==> config.mk <==
export PLATFORM = sky130hd
export DESIGN_NAME = http_response_header_parser_top
export DESIGN_NICKNAME = d
export VERILOG_FILES = /design/src/hrhp_pkg.sv /design/src/hrhp_front.sv /design/src/hrhp_queue.sv /design/src/hrhp_back.sv /design/src/http_response_header_parser_top.sv
export SDC_FILE = /design/constraint.sdc
export NUM_CORES = 1
export LEC_CHECK = 0
export BUFFER_PORTS_ARGS = -buffer_cell sky130_fd_sc_hd__buf_2
export CAP_MARGIN = 20
export CORE_ASPECT_RATIO = 2
export CORE_UTILIZATION = 50
export CTS_BUF_LIST = sky130_fd_sc_hd__clkbuf_8
export CTS_CLUSTER_DIAMETER = 150
export DETAILED_ROUTE_END_ITERATION = 8
export HOLD_SLACK_MARGIN = 0.02
export PLACE_DENSITY = 0.8
export SLEW_MARGIN = 40
export SYNTH_ARGS = -nofsm -noshare
export SYNTH_HDL_FRONTEND = slang
export SYNTH_SLANG_ARGS = --single-unit
==> constraint.sdc <==
create_clock -name i_clk -period 6.1 [get_ports i_clk]
set_clock_uncertainty 0.1 [all_clocks]
set_input_delay 0.61 -clock i_clk [delete_from_list [all_inputs] [get_ports i_clk]]
set_output_delay 0.61 -clock i_clk [all_outputs]
set_load 0.02 [all_outputs]
==> src/hrhp_pkg.sv <==
// ============================================================================
// hrhp_pkg
// Shared types, constants and pattern functions for the HTTP response
// header parser.
// ============================================================================
`default_nettype none

package hrhp_pkg;

    localparam int MAX_LENGTH_DIGITS = 9;
    localparam int DIGIT_W           = $clog2(MAX_LENGTH_DIGITS + 1);
    localparam int VALUE_W           = 30;
    localparam int NF_W              = 4;
    localparam int NAME_W            = 5;
    localparam int QUEUE_DEPTH       = 2;
    localparam int QPTR_W            = $clog2(QUEUE_DEPTH);
    localparam int QCNT_W            = $clog2(QUEUE_DEPTH + 1);

    localparam logic [NF_W-1:0]    NF_LEN     = 4'd13;
    localparam logic [NAME_W-1:0]  NAME_LEN   = 5'd15;
    localparam logic [NAME_W-1:0]  NAME_FAIL  = 5'd16;
    localparam logic [NAME_W-1:0]  VALUE_END  = 5'd17;
    localparam logic [VALUE_W-1:0] VALUE_MAX  = 30'd999999999;

    localparam logic [7:0] CH_LF    = 8'h0A;
    localparam logic [7:0] CH_CR    = 8'h0D;
    localparam logic [7:0] CH_SPACE = 8'h20;
    localparam logic [7:0] CH_TAB   = 8'h09;

    typedef enum logic [1:0] {
        PH_HEADER = 2'd0,
        PH_BODY   = 2'd1,
        PH_DONE   = 2'd2,
        PH_ERROR  = 2'd3
    } t_phase;

    typedef struct packed {
        logic [7:0] lc;
        logic       is_lf;
        logic       is_cr;
        logic       is_digit;
        logic       is_blank;
        logic [3:0] digit;
    } t_item;

    function automatic logic [7:0] nf_char(input logic [NF_W-1:0] idx);
        logic [7:0] ch;
        case (idx)
            4'd0:    ch = "4";
            4'd1:    ch = "0";
            4'd2:    ch = "4";
            4'd3:    ch = " ";
            4'd4:    ch = "n";
            4'd5:    ch = "o";
            4'd6:    ch = "t";
            4'd7:    ch = " ";
            4'd8:    ch = "f";
            4'd9:    ch = "o";
            4'd10:   ch = "u";
            4'd11:   ch = "n";
            4'd12:   ch = "d";
            default: ch = 8'h00;
        endcase
        return ch;
    endfunction

    function automatic logic [7:0] name_char(input logic [3:0] idx);
        logic [7:0] ch;
        case (idx)
            4'd0:    ch = "c";
            4'd1:    ch = "o";
            4'd2:    ch = "n";
            4'd3:    ch = "t";
            4'd4:    ch = "e";
            4'd5:    ch = "n";
            4'd6:    ch = "t";
            4'd7:    ch = "-";
            4'd8:    ch = "l";
            4'd9:    ch = "e";
            4'd10:   ch = "n";
            4'd11:   ch = "g";
            4'd12:   ch = "t";
            4'd13:   ch = "h";
            4'd14:   ch = ":";
            default: ch = 8'h00;
        endcase
        return ch;
    endfunction

    // Failure link of the "404 not found" matcher: only the blank after
    // "404" can fall back to a partial match of length one.
    function automatic logic [NF_W-1:0] nf_next(input logic [NF_W-1:0] p,
                                                 input logic [7:0] c);
        logic [NF_W-1:0] q;
        q = p;
        for (int i = 0; i < 2; i++) begin
            if (q != '0 && nf_char(q) != c) begin
                q = (q == 4'd3) ? 4'd1 : 4'd0;
            end
        end
        if (nf_char(q) == c) begin
            q = q + 4'd1;
        end
        return q;
    endfunction

endpackage

`default_nettype wire

==> src/hrhp_front.sv <==
// ============================================================================
// hrhp_front
// Input side: accepts bytes and classifies them for the parser core.
// ============================================================================
`default_nettype none

module hrhp_front (
    input  wire logic          [7:0] i_data_byte,
    input  wire logic                i_valid,
    output      logic                o_ready,
    input  wire logic                i_full,
    output      logic                o_push,
    output      hrhp_pkg::t_item     o_item
);
    import hrhp_pkg::*;

    assign o_ready = !i_full;
    assign o_push  = i_valid && !i_full;

    always_comb begin
        o_item          = '0;
        o_item.lc       = i_data_byte;
        if (i_data_byte inside {[8'h41:8'h5A]}) begin
            o_item.lc = i_data_byte + 8'd32;
        end
        o_item.is_lf    = (i_data_byte == CH_LF);
        o_item.is_cr    = (i_data_byte == CH_CR);
        o_item.is_digit = (i_data_byte inside {[8'h30:8'h39]});
        o_item.is_blank = (i_data_byte == CH_SPACE) || (i_data_byte == CH_TAB);
        o_item.digit    = i_data_byte[3:0];
    end

endmodule

`default_nettype wire

==> src/hrhp_queue.sv <==
// ============================================================================
// hrhp_queue
// Short queue of classified bytes between the front and the parser core.
// ============================================================================
`default_nettype none

module hrhp_queue (
    input  wire logic                i_clk,
    input  wire logic                i_rst_n,
    input  wire logic                i_push,
    input  wire hrhp_pkg::t_item     i_item,
    output      logic                o_full,
    input  wire logic                i_pop,
    output      logic                o_valid,
    output      hrhp_pkg::t_item     o_item
);
    import hrhp_pkg::*;

    t_item             r_mem [QUEUE_DEPTH];
    logic [QPTR_W-1:0] r_wr_ptr, n_wr_ptr;
    logic [QPTR_W-1:0] r_rd_ptr, n_rd_ptr;
    logic [QCNT_W-1:0] r_count, n_count;

    assign o_full  = (r_count == QCNT_W'(QUEUE_DEPTH));
    assign o_valid = (r_count != '0);
    assign o_item  = r_mem[r_rd_ptr];

    always_comb begin
        n_wr_ptr = r_wr_ptr;
        n_rd_ptr = r_rd_ptr;
        n_count  = r_count;
        if (i_push) begin
            n_wr_ptr = (r_wr_ptr == QPTR_W'(QUEUE_DEPTH - 1)) ? '0 : r_wr_ptr + 1'b1;
        end
        if (i_pop) begin
            n_rd_ptr = (r_rd_ptr == QPTR_W'(QUEUE_DEPTH - 1)) ? '0 : r_rd_ptr + 1'b1;
        end
        if (i_push && !i_pop) begin
            n_count = r_count + 1'b1;
        end else if (!i_push && i_pop) begin
            n_count = r_count - 1'b1;
        end
    end

    always_ff @(posedge i_clk) begin
        if (!i_rst_n) begin
            r_wr_ptr <= '0;
            r_rd_ptr <= '0;
            r_count  <= '0;
        end else begin
            r_wr_ptr <= n_wr_ptr;
            r_rd_ptr <= n_rd_ptr;
            r_count  <= n_count;
        end
    end

    always_ff @(posedge i_clk) begin
        if (i_push) begin
            r_mem[r_wr_ptr] <= i_item;
        end
    end

endmodule

`default_nettype wire

==> src/hrhp_back.sv <==
// ============================================================================
// hrhp_back
// Parser core: header matchers, length parsing, body counting and the
// output register.
// ============================================================================
`default_nettype none

module hrhp_back (
    input  wire logic                              i_clk,
    input  wire logic                              i_rst_n,
    input  wire logic                              i_info_only_mode,
    input  wire logic                              i_q_valid,
    input  wire hrhp_pkg::t_item                   i_q_item,
    output      logic                              o_q_pop,
    output      logic                              o_valid,
    input  wire logic                              i_ready,
    output      logic [1:0]                        o_status,
    output      logic                              o_body_valid,
    output      logic [hrhp_pkg::VALUE_W-1:0]      o_body_offset,
    output      logic [hrhp_pkg::VALUE_W-1:0]      o_content_length
);
    import hrhp_pkg::*;

    t_phase             r_phase, n_phase;
    logic               r_line_has, n_line_has;
    logic [NF_W-1:0]    r_nf_pos, n_nf_pos;
    logic [NAME_W-1:0]  r_name_pos, n_name_pos;
    logic [VALUE_W-1:0] r_line_value, n_line_value;
    logic [DIGIT_W-1:0] r_digit_cnt, n_digit_cnt;
    logic               r_length_seen, n_length_seen;
    logic [VALUE_W-1:0] r_decl_len, n_decl_len;
    logic [VALUE_W-1:0] r_body_cnt, n_body_cnt;

    logic               r_o_valid;
    logic [1:0]         r_o_status;
    logic               r_o_body_valid;
    logic [VALUE_W-1:0] r_o_body_offset;
    logic [VALUE_W-1:0] r_o_content_length;

    logic               res_body_valid;
    logic [VALUE_W-1:0] res_body_offset;
    logic [VALUE_W+3:0] value_times_ten;
    logic               advance;

    assign advance = i_q_valid && (!r_o_valid || i_ready);
    assign o_q_pop = advance;

    assign value_times_ten = {r_line_value, 3'b000} + {2'b00, r_line_value, 1'b0}
                           + {{(VALUE_W){1'b0}}, i_q_item.digit};

    // Next-state logic of the parser.
    always_comb begin
        n_phase       = r_phase;
        n_line_has    = r_line_has;
        n_nf_pos      = r_nf_pos;
        n_name_pos    = r_name_pos;
        n_line_value  = r_line_value;
        n_digit_cnt   = r_digit_cnt;
        n_length_seen = r_length_seen;
        n_decl_len    = r_decl_len;
        n_body_cnt    = r_body_cnt;
        case (r_phase)
            PH_HEADER: begin
                if (i_q_item.is_lf) begin
                    if (r_line_has) begin
                        if (r_nf_pos >= NF_LEN) begin
                            n_phase = PH_ERROR;
                        end else if (r_name_pos == NAME_LEN || r_name_pos == VALUE_END) begin
                            n_decl_len    = r_line_value;
                            n_length_seen = 1'b1;
                            if (!i_info_only_mode && r_line_value == '0) begin
                                n_phase = PH_ERROR;
                            end
                        end
                        n_line_has   = 1'b0;
                        n_nf_pos     = '0;
                        n_name_pos   = '0;
                        n_line_value = '0;
                        n_digit_cnt  = '0;
                    end else if (i_info_only_mode) begin
                        n_phase = PH_DONE;
                    end else if (!r_length_seen || r_decl_len == '0) begin
                        n_phase = PH_ERROR;
                    end else begin
                        n_phase = PH_BODY;
                    end
                end else if (!i_q_item.is_cr) begin
                    n_line_has = 1'b1;
                    if (r_nf_pos < NF_LEN) begin
                        n_nf_pos = nf_next(r_nf_pos, i_q_item.lc);
                    end
                    if (r_name_pos < NAME_LEN) begin
                        n_name_pos = (name_char(r_name_pos[3:0]) == i_q_item.lc)
                                   ? r_name_pos + 1'b1 : NAME_FAIL;
                    end else if (r_name_pos == NAME_LEN) begin
                        if (i_q_item.is_digit) begin
                            if (r_digit_cnt < DIGIT_W'(MAX_LENGTH_DIGITS)) begin
                                n_line_value = (value_times_ten > {4'b0000, VALUE_MAX})
                                             ? VALUE_MAX : value_times_ten[VALUE_W-1:0];
                                n_digit_cnt  = r_digit_cnt + 1'b1;
                            end else begin
                                n_name_pos = VALUE_END;
                            end
                        end else if (!(r_digit_cnt == '0 && i_q_item.is_blank)) begin
                            n_name_pos = VALUE_END;
                        end
                    end
                end
            end
            PH_BODY: begin
                if (r_body_cnt >= r_decl_len) begin
                    n_phase = PH_ERROR;
                end else begin
                    n_body_cnt = r_body_cnt + 1'b1;
                    if (n_body_cnt == r_decl_len) begin
                        n_phase = PH_DONE;
                    end
                end
            end
            default: begin
                n_phase = r_phase;
            end
        endcase
    end

    // Result fields of the byte being processed.
    always_comb begin
        res_body_valid  = 1'b0;
        res_body_offset = '0;
        if (r_phase == PH_BODY && r_body_cnt < r_decl_len) begin
            res_body_valid  = 1'b1;
            res_body_offset = r_body_cnt;
        end
    end

    always_ff @(posedge i_clk) begin
        if (!i_rst_n) begin
            r_phase       <= PH_HEADER;
            r_line_has    <= 1'b0;
            r_nf_pos      <= '0;
            r_name_pos    <= '0;
            r_line_value  <= '0;
            r_digit_cnt   <= '0;
            r_length_seen <= 1'b0;
            r_decl_len    <= '0;
            r_body_cnt    <= '0;
            r_o_valid     <= 1'b0;
        end else begin
            if (advance) begin
                r_phase       <= n_phase;
                r_line_has    <= n_line_has;
                r_nf_pos      <= n_nf_pos;
                r_name_pos    <= n_name_pos;
                r_line_value  <= n_line_value;
                r_digit_cnt   <= n_digit_cnt;
                r_length_seen <= n_length_seen;
                r_decl_len    <= n_decl_len;
                r_body_cnt    <= n_body_cnt;
                r_o_valid     <= 1'b1;
            end else if (i_ready) begin
                r_o_valid     <= 1'b0;
            end
        end
    end

    always_ff @(posedge i_clk) begin
        if (advance) begin
            r_o_status         <= n_phase;
            r_o_body_valid     <= res_body_valid;
            r_o_body_offset    <= res_body_offset;
            r_o_content_length <= n_decl_len;
        end
    end

    assign o_valid          = r_o_valid;
    assign o_status         = r_o_status;
    assign o_body_valid     = r_o_body_valid;
    assign o_body_offset    = r_o_body_offset;
    assign o_content_length = r_o_content_length;

endmodule

`default_nettype wire

==> src/http_response_header_parser_top.sv <==
// A byte accepted on the input is written into the queue, then processed by
// the parser core into the registered result transaction.
// Throughput: one byte per cycle while the output side is not stalled.
// A two-entry queue separates the input side from the parser core.
// Reset is synchronous and active low; it clears the parser state, the queue
// and the info-only register, and needs no clearing pass.
// ============================================================================
// http_response_header_parser_top
// HTTP response header parser with content-length body counting.
// ============================================================================
`default_nettype none

module http_response_header_parser_top (
    input  wire logic                         i_clk,
    input  wire logic                         i_rst_n,
    input  wire logic                         i_cfg_valid,
    output      logic                         o_cfg_ready,
    input  wire logic                         i_cfg_info_only_mode,
    input  wire logic                         i_valid,
    output      logic                         o_ready,
    input  wire logic [7:0]                   i_data_byte,
    output      logic                         o_valid,
    input  wire logic                         i_ready,
    output      logic [1:0]                   o_status,
    output      logic                         o_body_valid,
    output      logic [hrhp_pkg::VALUE_W-1:0] o_body_offset,
    output      logic [hrhp_pkg::VALUE_W-1:0] o_content_length
);
    import hrhp_pkg::*;

    logic  r_info_only_mode;
    logic  q_full;
    logic  q_push;
    logic  q_pop;
    logic  q_valid;
    t_item f_item;
    t_item q_item;

    assign o_cfg_ready = 1'b1;

    always_ff @(posedge i_clk) begin
        if (!i_rst_n) begin
            r_info_only_mode <= 1'b0;
        end else if (i_cfg_valid) begin
            r_info_only_mode <= i_cfg_info_only_mode;
        end
    end

    hrhp_front u_front (
        .i_data_byte (i_data_byte),
        .i_valid     (i_valid),
        .o_ready     (o_ready),
        .i_full      (q_full),
        .o_push      (q_push),
        .o_item      (f_item)
    );

    hrhp_queue u_queue (
        .i_clk   (i_clk),
        .i_rst_n (i_rst_n),
        .i_push  (q_push),
        .i_item  (f_item),
        .o_full  (q_full),
        .i_pop   (q_pop),
        .o_valid (q_valid),
        .o_item  (q_item)
    );

    hrhp_back u_back (
        .i_clk            (i_clk),
        .i_rst_n          (i_rst_n),
        .i_info_only_mode (r_info_only_mode),
        .i_q_valid        (q_valid),
        .i_q_item         (q_item),
        .o_q_pop          (q_pop),
        .o_valid          (o_valid),
        .i_ready          (i_ready),
        .o_status         (o_status),
        .o_body_valid     (o_body_valid),
        .o_body_offset    (o_body_offset),
        .o_content_length (o_content_length)
    );

endmodule

`default_nettype wire

==> results of run 1 <==
## registers in the layout (all words and copies together) (netlist names), named ones only
| name | cells |
|---|---|
| u_queue.r_wr_ptr | 1 |
| u_queue.r_mem | 24 |
| u_back.r_phase | 2 |
| u_back.r_nf_pos | 4 |
| u_back.o_body_valid | 1 |
| u_back.r_name_pos | 5 |
| u_back.o_content_length | 30 |
| u_back.o_status | 2 |
| u_back.r_digit_cnt | 4 |
| u_queue.r_rd_ptr | 1 |
| u_back.r_body_cnt | 30 |
| r_info_only_mode | 1 |
| u_back.r_length_seen | 1 |
| u_back.r_decl_len | 30 |
| u_back.o_valid | 1 |
| u_queue.r_count | 2 |
| u_back.r_line_has | 1 |
| u_back.o_body_offset | 30 |
| u_back.r_line_value | 30 |
## how the worst max path moves through the flow
stage,start,endpoint,slack (ps)
after detailed placement,register,register,-360
final,register,register,-90
after CTS,register,register,6
after floorplan,register,register,-170
after global routing,register,register,-310
after global placement,register,register,-160
## tightest hold or removal path: stages
cell and delay [ps]:
buf_2 80, mux2i_1 60, nor2_1 80
## cells by family (layout without fill, tap and decap cells)
kind of cell	count (synthesis)	count (layout)	share of synthesized area [%]
DFF	215	215	37.5
AOI/OAI and AO/OA	334	334	16.2
adders and majority gates	120	120	11.0
buffers and inverters	148	297	4.32
muxes	32	32	2.83
and+or+nand+nor	556	556	20.2
other	1	2	0.0272
xor gates and xnor gates	124	124	7.93
## power groups by stage
| stage | sequential (uW) | clock, uW | combinational [uW] |
|---|---|---|---|
| floorplan | 2140 | 0 | 511 |
| global placement | 1900 | 0 | 1160 |
| detailed placement | 1910 | 0 | 1180 |
| CTS | 1880 | 1200 | 1220 |
| global route | 1900 | 1270 | 1320 |
| finish | 1880 | 1190 | 1250 |
## cell type report
| cell class | count | area [um2] |
|---|---|---|
| tap | 348 | 435 |
| antenna | 1 | 2.50 |
| clock buffer | 32 | 440 |
| multi-input combinational | 1167 | 8340 |
| sequential | 215 | 5180 |
| inverter | 79 | 314 |
| clock inverter | 24 | 194 |
| fill | 2362 | 11000 |
| timing repair buffer | 162 | 1080 |
## stage by stage
stage / instance area (um2) / std cells / utilization (%) / setup WS [ps]
finish: 16000 / 2028 / 59.1 / -88.2
global route: 16000 / 2028 / 59.1 / -309
CTS: 15800 / 2021 / 58.6 / 5.77
detailed placement: 14900 / 1947 / 55.2 / -362
global placement: 14900 / 1947 / 55.2 / -158
floorplan: 13900 / 1530 / - / -171
## cells in the final DEF, fill, tap and decap left out, drive strengths merged, types with 6 or more instances in the layout
| master | instances |
|---|---|
| nor4 | 45 |
| o211ai | 12 |
| xnor2 | 92 |
| o21a | 17 |
| nand3 | 27 |
| ha | 118 |
| a211o | 6 |
| clkinv | 13 |
| a311oi | 12 |
| nor2b | 14 |
| a21oi | 90 |
| a21o | 27 |
| or2 | 8 |
| mux2i | 22 |
| and3 | 15 |
| and2 | 42 |
| inv | 84 |
| a211oi | 10 |
| nand2 | 163 |
| dfxtp | 128 |
| nand4 | 27 |
| clkbuf | 32 |
| a32o | 11 |
| nor3b | 9 |
| mux2 | 10 |
| a22oi | 8 |
| a31oi | 10 |
| nor3 | 36 |
| nand2b | 14 |
| o21ai | 80 |
| edfxtp | 87 |
| xor2 | 32 |
| buf | 162 |
| or3 | 15 |
| nor2 | 123 |
## layer usage
layer	track usage, %	vias to the layer above	wire [um]
met5	0	-	0
met4	19.6	0	2900
met3	3.30	160	1510
met2	53.8	409	21200
met1	23.5	5653	12500
li1	-	5774	-
## what timing repair did
item                       CTS  global route
pin swaps                   25            28
setup buffers               18             8
setup endpoints to repair    8            10
gates resized for setup     31            18
gates cloned                 0             0
==> summary.md, run 1 <==
| Metric | Value |
|---|---|
| Flops & latches, synth | between 200 and 250 |
| Final net count | 1789 |
| Hold Path Depth | 3 |
| Buf+Inv Stages, Crit Path | 4 |
| DR pass1 iterations | 5 |
| Largest net degree at the start of global routing | ~70 |
| Worst-Margin Slew | 861 ps |
| Status | complete, but fails checks |
| First-pass GRT wire length | roughly 60 mm |
| Vias in the first global route | 11918 |
| Post-synthesis cell count | 1530 |
| RSZ-0062 raised after global routing | true |
| Share of the synthesized area in the top cell type | between 10% and 20% |
| Flop pwr share | 43.5% |
| Number of enable flip-flop cells after synthesis | 87 |
| Die width | around 120 um |
| Clock power frac | 27.5% |
| Main synth FF type | dfxtp_1 |
| CTS Sinks | 215 |
| Hold_ws | around 160 ps |
| Critical Path RT | 6470 ps |
| CTS tree | built |
| Num CTS Buffers | 30 |
| Initial Utilization | a little over 50% |
| Final setup margin | -88.2 ps |
| Pint | roughly 2800 uW |
| Vias post-DR | roughly 12000 |
| Crit Path Class | reg2reg |
| Post-synth top area cell | edfxtp_1 |
| DRT Wirelength | around 38 mm |
| H-tree depth | 1 |
| CTS root buf | clkbuf_8 |
| DR iter-0 viols | ~770 |
| CP arrival | 6560 ps |
| Lkg Pwr | roughly 0.0065 uW |
| Yosys cell types | just over 90 |
| HP Start | i_cfg_info_only_mode |
| Hold-fix buffers, CTS | 0 |
| WP depth | 28 |
| Delay-heaviest family, CP | simple AND/OR/NAND/NOR gates |
| WL/cell | 18.8 um |
| Psw | around 1500 uW |
| DRC | 0 |
| Syn_nets | 1664 |
| Core area | approximately 0.027 mm2 |
| Syn. warnings | 0 |
| Cells on worst reg2reg path | 28 |
| Average via count per standard cell | slightly below 6 |
| Worst Hold End | r_info_only_mode |
| GP Congestion | about 1.0 |
| CP Capture Type | register |
| VDD IR max | ~0.00022 V |
| Total Power | about 4300 uW |
| Die area | 0.0283 mm2 |
| Synth top area cells | edfxtp_1, dfxtp_1, ha_1, xnor2_1, nand2_1 |
| ANT nets after route | 0 |
| Mapped Area | between 0.01 and 0.015 mm2 |
| Final min period | ~6200 ps |
| Final hold vios | 0 |
| Layout cells sized above 1 | between 10% and 20% |
| IO Port Bufs | 78 |
| Syn avg cell area | between 9 and 10 um2 |
| FP Rows | 85 |
| Sequential share of the synthesized area | 37.5% |
| GRT Total Usage | between 20% and 30% |
| Max Freq | roughly 160 MHz |
| Max Root-Sink Buffers | 3 |
| Hold Path Class | in2reg |
| Grt ovf | 0 |
| Worst R2R Setup Slack | -90 ps |
| Worst-skew pair later-pin latency | around 610 ps |
| CP Max Fanout | 7 |
| Ports | 80 |
| Failing checks | negative setup slack |
| Comb power frac | approximately 29% |
| Max-Slew Margin vs Limit | a little over two fifths |
| Die Ht | 237 um |
| CP max stage cell | or4b_4 |
| Finish-stage setup viols | 7 |
| Final HPWL DP | approximately 29 mm |
| Top-count cell post-synth | nand2_1 |
| Syn-to-layout area delta | 15.9% |
| CTS clk-pin slew, worst paths | about 70 ps |
| Final Cycle Share | 101% |
| Worst path max stage delay | around 520 ps |
| Post-synthesis async set-or-reset flop share | 0% |
| Final max-slew violation count | 0 |
| Crit start category | register |
| Power per cell area | around 270 mW/mm2 |
| Net Sw Frac | between 30% and 40% |
| Top cells by count, synth | nand2_1, dfxtp_1, nor2_1 |
| Total of max-cap violations | 0 |
| Setup tns final | -393 ps |
| Initial antenna violation count | 1 |
No activity file was read; power rests on OpenSTA's default activity.
==> run 2, diff against run 1 <==
--- a/config.mk
+++ b/config.mk
@@ -14,6 +14,7 @@
 export DETAILED_ROUTE_END_ITERATION = 8
 export HOLD_SLACK_MARGIN = 0.02
 export PLACE_DENSITY = 0.8
+export REMOVE_ABC_BUFFERS = 1
 export SLEW_MARGIN = 40
 export SYNTH_ARGS = -nofsm -noshare
 export SYNTH_HDL_FRONTEND = slang
==> run 2 against run 1 <==
  * The run still ends with negative setup slack left
  * Sequential share of layout area is 0.084 points higher
  * Clock power hardly changed
  * Combinational power hardly changed
  * Design area is 0.21% lower
  * Flip-flop and latch count stayed put
  * Worst hold slack better by 6.9 ps
  * Cell count is 0.54% lower
  * Sequential power hardly changed
  * Global-route usage is 0.46 points lower
  * Utilization is 0.13 points lower
  * Via count is 0.44% lower
  * Maximum frequency is 0.24% higher
  * Largest power group unchanged
==> summary.md, run 2 (synthesized netlist as in run 1, its figures left out) <==
| Metric | Value |
|---|---|
| Status | complete, but fails checks (unchanged) |
| Failing checks | negative setup slack (unchanged) |
| DRC | 0 (unchanged) |
| Psw | 1450 uW (was 1480 uW) |
| Core area | 0.0270 mm2 (unchanged) |
| Final Util | 59.0% (was 59.1%) |
| Vias in the first global route | 11904 (was 11918) |
| ANT nets after route | 0 (unchanged) |
| Clock power frac | 27.1% (was 27.5%) |
| Delay-heaviest family, CP | compound AO/OA/AOI/OAI gates (was simple AND/OR/NAND/NOR gates) |
| Layout cells sized above 1 | 17.7% (was 18.5%) |
| CTS Sinks | 215 (unchanged) |
| First-pass GRT wire length | 58.9 mm (was 59.8 mm) |
| Hold Path Class | in2reg (unchanged) |
| WL/cell | 18.6 um (was 18.8 um) |
| Total of max-cap violations | 0 (unchanged) |
| Ports | 80 (unchanged) |
| Largest net degree at the start of global routing | 79 (was 69) |
| FP Rows | 85 (unchanged) |
| Most frequent cells in the layout | nand2_1, dfxtp_1, nor2_1, ha_1 (unchanged) |
| DR iter-0 viols | 770 (was 766) |
| Final setup margin | -73.3 ps (was -88.2 ps) |
| Worst path max stage delay | 390 ps (was 520 ps) |
| Crit start category | register (unchanged) |
| Vias post-DR | 11943 (was 11996) |
| Max layer used | met4 (unchanged) |
| Max Freq | 162 MHz (about the same) |
| Lkg Pwr | 0.00648 uW (about the same) |
| Comb power frac | 29.2% (was 29.0%) |
| Final hold vios | 0 (unchanged) |
| Worst-Margin Slew | 782 ps (was 861 ps) |
| Setup tns final | -257 ps (was -393 ps) |
| Power per cell area | 270 mW/mm2 (about the same) |
| Average via count per standard cell | 5.92 (about the same) |
| GP Congestion | 0.982 (was 1.02) |
| CP arrival | 6610 ps (was 6560 ps) |
| Dpl cell area | 0.0148 mm2 (was 0.0149 mm2) |
| Final min period | 6170 ps (was 6190 ps) |
| Final HPWL DP | 28.4 mm (was 28.8 mm) |
| Pint | 2850 uW (was 2840 uW) |
| Initial Utilization | 51.0% (unchanged) |
| Critical Path RT | 6530 ps (was 6470 ps) |
| Num CTS Buffers | 29 (was 30) |
| Max Root-Sink Buffers | 3 (unchanged) |
| CP Max Fanout | 5 (was 7) |
| Die width | 119 um (unchanged) |
| Finish-stage setup viols | 5 (was 7) |
| Final max-slew violation count | 0 (unchanged) |
| # fillers | 2350 (was 2362) |
| Syn-to-layout area delta | 15.6% (was 15.9%) |
| H-tree depth | 1 (unchanged) |
| Initial antenna violation count | 0 (was 1) |
| Crit Path Class | reg2reg (unchanged) |
| CP max stage cell | dfxtp_4 (was or4b_4) |
| Max-Slew Margin vs Limit | 47.7% (was 42.0%) |
| Post-route design area | 0.0159 mm2 (was 0.0160 mm2) |
| CTS clk-pin slew, worst paths | 70 ps (about the same) |
| CTS root buf | clkbuf_8 (unchanged) |
| Flop pwr share | 43.7% (was 43.5%) |
| CTS tree | built (unchanged) |
| Wire length on met3 | 1.34 mm (was 1.51 mm) |
| VDD IR max | 0.000214 V (was 0.000216 V) |
| Die area | 0.0283 mm2 (unchanged) |
| Final Cycle Share | 101% (about the same) |
| Buf+Inv Stages, Crit Path | 6 (was 4) |
| RSZ-0062 raised after global routing | true (unchanged) |
| DRT Wirelength | 37.4 mm (was 38.0 mm) |
| Met1 WL | 12.3 mm (was 12.5 mm) |
| GRT Total Usage | 26.3% (was 26.8%) |
| Most common cell after layout, fill and taps aside | nand2_1 (unchanged) |
| Worst-skew pair later-pin latency | 620 ps (was 610 ps) |
| Final net count | 1780 (was 1789) |
| DR pass1 iterations | 5 (unchanged) |
| Grt ovf | 0 (unchanged) |
| IO Port Bufs | 78 (unchanged) |
| CP Capture Type | register (unchanged) |
| Die Ht | 237 um (unchanged) |
| Net Sw Frac | 33.7% (was 34.2%) |
| Met2 WL post-DR | 20.5 mm (was 21.2 mm) |
| Ant diodes | 0 (was 1) |
-- run 2: changes by cell type in the layout (fill, tap and decap cells not counted), moves of 3 or more --
cell      change
ha_2          -3
clkinv_2      -5
clkbuf_8      +4
o21ai_1       -3
inv_1         +5
nand2_2       -3
buf_4         -7
ha_1          +3
-- run 2: what timing repair did --
action,in CTS,in global routing
resized for setup,40,26
pin swaps,26,30
setup endpoints to repair,10,29
hold buffers,0,0
gates cloned,1,0
setup buffers,7,6
-- run 2: layer usage --
metal  up-vias  GRT usage [%]
met1      5643           23.0
met3       172           3.13
met4         0           23.3
li1       5754              -
met5         -              0
met2       374           51.1
-- run 2: path summary, 6_finish.rpt --
| check | start | end | slack [ps] | depth (start not counted) |
|---|---|---|---|---|
| setup reg to reg | register | register | -70 | 32 |
| hold / removal | i_data_byte[4] | u_queue.r_mem[1][12] | 170 | 1 |
| hold reg to reg | u_back.r_length_seen | u_back.r_length_seen | 390 | 2 |
| setup / recovery | register | register | -70 | 32 |
-- run 2: through the flow --
| stage | instances | power (uW) | setup WS, ps | hold slack (ps) |
|---|---|---|---|---|
| global placement | 1949 | 3030 | -305 | 353 |
| finish | 2017 | 4300 | -73.3 | 167 |
| detailed placement | 1949 | 3070 | -477 | 374 |
| floorplan | 1461 | 2630 | -1090 | 341 |
| CTS | 2011 | 4280 | 3.43 | 131 |
| global route | 2017 | 4480 | -299 | 160 |
-- run 2: worst register-to-register path: cells and delay by family, from the launching register on --
kind,cells,cell delay (ps)
xor gates and xnor gates,3,300
buffers and inverters,6,810
adders and majority gates,2,360
and+or+nand+nor,7,1330
muxes,2,600
AOI/OAI and AO/OA,12,2200
DFF,1,390
-- run 2: layout make-up --
| cell class | instances | area, um2 | area share [%] |
|---|---|---|---|
| well taps | 348 | 435 | 2.73 |
| clock inverters | 18 | 134 | 0.840 |
| multi-input cells | 1167 | 8350 | 52.4 |
| inverters | 79 | 312 | 1.95 |
| repair buffers | 154 | 1030 | 6.48 |
| flip-flops and latches | 215 | 5180 | 32.5 |
| clock buffers | 36 | 495 | 3.11 |
-- run 2: power by group through the flow --
stage                     registers, uW  clock network [uW]  logic (uW)
after floorplan                    2160                   0         470
after global placement             1900                   0        1130
after detailed placement           1910                   0        1160
after CTS                          1880                1190        1210
after global routing               1900                1240        1330
final                              1880                1170        1250
==> run 3, diff against run 2 <==
--- a/config.mk
+++ b/config.mk
@@ -15,6 +15,7 @@
 export HOLD_SLACK_MARGIN = 0.02
 export PLACE_DENSITY = 0.8
 export REMOVE_ABC_BUFFERS = 1
+export SETUP_SLACK_MARGIN = 0.1
 export SLEW_MARGIN = 40
 export SYNTH_ARGS = -nofsm -noshare
 export SYNTH_HDL_FRONTEND = slang
==> run 3 against run 2 <==
  * The run still ends with negative setup slack left
  * Utilization rose by 0.12 points
  * Worst hold slack gained 1.8 ps
  * Total power shrank 0.14%
  * Maximum frequency up 0.81%
  * Worst setup slack gained 50 ps
  * Clock-buffer cell count unchanged
  * Sequential share of layout area shrank 0.066 points
  * Register-to-register slack better by 50 ps
  * Non-clock buffer count increased by 2
  * Via count is 0.13% higher
  * Cell count about the same
  * Sequential power hardly changed
==> summary.md, run 3 (synthesized netlist as in run 1, its figures left out) <==
| Metric | Value |
|---|---|
| Most frequent cells in the layout | nand2_1, dfxtp_1, nor2_1, ha_1 (unchanged) |
| Worst-skew pair later-pin latency | 620 ps (about the same) |
| CTS root buf | clkbuf_8 (unchanged) |
| H-tree depth | 1 (unchanged) |
| Hold Path Class | in2reg (unchanged) |
| # fillers | 2343 (was 2350) |
| Crit Path Class | reg2reg (unchanged) |
| Final hold vios | 0 (unchanged) |
| ANT nets after route | 0 (unchanged) |
| CTS tree | built (unchanged) |
| WL/cell | 18.5 um (was 18.6 um) |
| Final Cycle Share | 100% (was 101%) |
| DR iter-0 viols | 712 (was 770) |
| Final setup margin | -23.6 ps (was -73.3 ps) |
| FF/Latch Area | 0.00518 mm2 (unchanged) |
| Finish-stage setup viols | 2 (was 5) |
| CTS clk-pin slew, worst paths | 70 ps (about the same) |
| RSZ-0062 raised after global routing | true (unchanged) |
| Max Root-Sink Buffers | 3 (unchanged) |
| Power per cell area | 269 mW/mm2 (was 270 mW/mm2) |
| DRC | 0 (unchanged) |
| Vias post-DR | 11959 (was 11943) |
| Die width | 119 um (unchanged) |
| Lkg Pwr | 0.00648 uW (about the same) |
| CP max stage cell | or4b_4 (was dfxtp_4) |
| Worst path max stage delay | 550 ps (was 390 ps) |
| Total of max-cap violations | 0 (unchanged) |
| First-pass GRT wire length | 58.9 mm (about the same) |
| Grt ovf | 0 (unchanged) |
| CP Capture Type | register (unchanged) |
| DRT Wirelength | 37.4 mm (about the same) |
| Final max-slew violation count | 0 (unchanged) |
| Core area | 0.0270 mm2 (unchanged) |
| Final net count | 1782 (was 1780) |
| DR pass1 iterations | 6 (was 5) |
| IO Port Bufs | 78 (unchanged) |
| GP Congestion | 0.982 (unchanged) |
| VDD IR max | 0.000214 V (about the same) |
| Vias in the first global route | 11919 (was 11904) |
| Final HPWL DP | 28.4 mm (unchanged) |
| Worst-Margin Slew | 791 ps (was 782 ps) |
| Num CTS Buffers | 29 (unchanged) |
| Setup tns final | -30.5 ps (was -257 ps) |
| WP depth | 31 (was 32) |
| GRT Total Usage | 26.4% (was 26.3%) |
| Multi-input gate area | 0.00835 mm2 (about the same) |
| Ports | 80 (unchanged) |
| Max-Slew Margin vs Limit | 47.1% (was 47.7%) |
| Delay-heaviest family, CP | simple AND/OR/NAND/NOR gates (was compound AO/OA/AOI/OAI gates) |
| Total Power | 4300 uW (about the same) |
| Max Freq | 163 MHz (was 162 MHz) |
| CP Max Fanout | 5 (unchanged) |
| Initial antenna violation count | 0 (unchanged) |
| CTS Sinks | 215 (unchanged) |
| Critical Path RT | 6500 ps (was 6530 ps) |
| Crit start category | register (unchanged) |
| Layout cells sized above 1 | 18.0% (was 17.7%) |
| Syn-to-layout area delta | 15.9% (was 15.6%) |
| Final Util | 59.1% (was 59.0%) |
| Hold-fix buffers, CTS | 0 (unchanged) |
| Buf+Inv Stages, Crit Path | 5 (was 6) |
| Die Ht | 237 um (unchanged) |
| Failing checks | negative setup slack (unchanged) |
| Hold Path Depth | 1 (unchanged) |
| Average via count per standard cell | 5.92 (about the same) |
| Ant diodes | 0 (unchanged) |
| Die area | 0.0283 mm2 (unchanged) |
| Status | complete, but fails checks (unchanged) |
| Final min period | 6120 ps (was 6170 ps) |
| Cells on worst reg2reg path | 31 (was 32) |
| Largest net degree at the start of global routing | 79 (unchanged) |
| Most common cell after layout, fill and taps aside | nand2_1 (unchanged) |
| FP Rows | 85 (unchanged) |
| CP arrival | 6520 ps (was 6610 ps) |
| Initial Utilization | 51.0% (unchanged) |
==> run 3: changes by cell type in the layout (fill, tap and decap cells not counted), sizes merged <==
cell | previous run | this run
buf | 153 | 155
==> run 3: power breakdown <==
part / internal [uW] / switching, uW
sequential: 1790 / 93.8
combinational: 447 / 805
clock: 620 / 545
==> run 3: through the flow <==
| stage | instance area [um2] | hold slack (ps) | setup WS, ps | std cells |
|---|---|---|---|---|
| global placement | 14800 | 353 | -305 | 1949 |
| CTS | 15800 | 131 | 88.8 | 2013 |
| floorplan | 13500 | 341 | -1090 | 1461 |
| global route | 16000 | 160 | -257 | 2019 |
| detailed placement | 14800 | 374 | -477 | 1949 |
| finish | 16000 | 169 | -23.6 | 2019 |
==> run 3: worst paths after layout <==
| kind | start | end | slack [ps] |
|---|---|---|---|
| max | register | register | -20 |
| min | i_data_byte[4] | u_queue.r_mem[1][12] | 170 |
| max reg2reg | register | register | -20 |
| min reg2reg | u_back.r_length_seen | u_back.r_length_seen | 390 |
==> run 3: worst register-to-register path, delay by kind of cell (launching register included) <==
| family | cells | cell delay (ps) |
|---|---|---|
| AO/OA/AOI/OAI | 8 | 1090 |
| XOR/XNOR | 1 | 130 |
| adder cells (fa/ha/maj) | 3 | 420 |
| buffers and inverters | 5 | 620 |
| flip-flops | 1 | 390 |
| multiplexers | 3 | 560 |
| AND/OR/NAND/NOR | 11 | 2720 |
==> run 3: repair_timing <==
| action | in CTS | in global routing |
|---|---|---|
| pin swaps | 34 | 20 |
| gates cloned | 1 | 0 |
| gates resized for setup | 60 | 15 |
| buffers inserted | 9 | 6 |
| endpoints found under the setup margin | 11 | 37 |
==> run 3: routing by layer <==
| layer | vias up | part of all wire [%] | track usage (%) |
|---|---|---|---|
| met5 | - | 0 | 0 |
| met4 | 0 | 8.8 | 23.1 |
| met3 | 168 | 3.3 | 2.91 |
| met2 | 360 | 55 | 51.3 |
| met1 | 5676 | 33 | 23.2 |
| li1 | 5755 | - | - |
==> run 3: final cells by class <==
type,instances,share of cell area [%]
well taps,348,2.73
flip-flops and latches,215,32.4
clock buffers,36,3.10
multi-input cells,1167,52.3
inverters,79,1.95
clock inverters,18,0.838
repair buffers,156,6.68
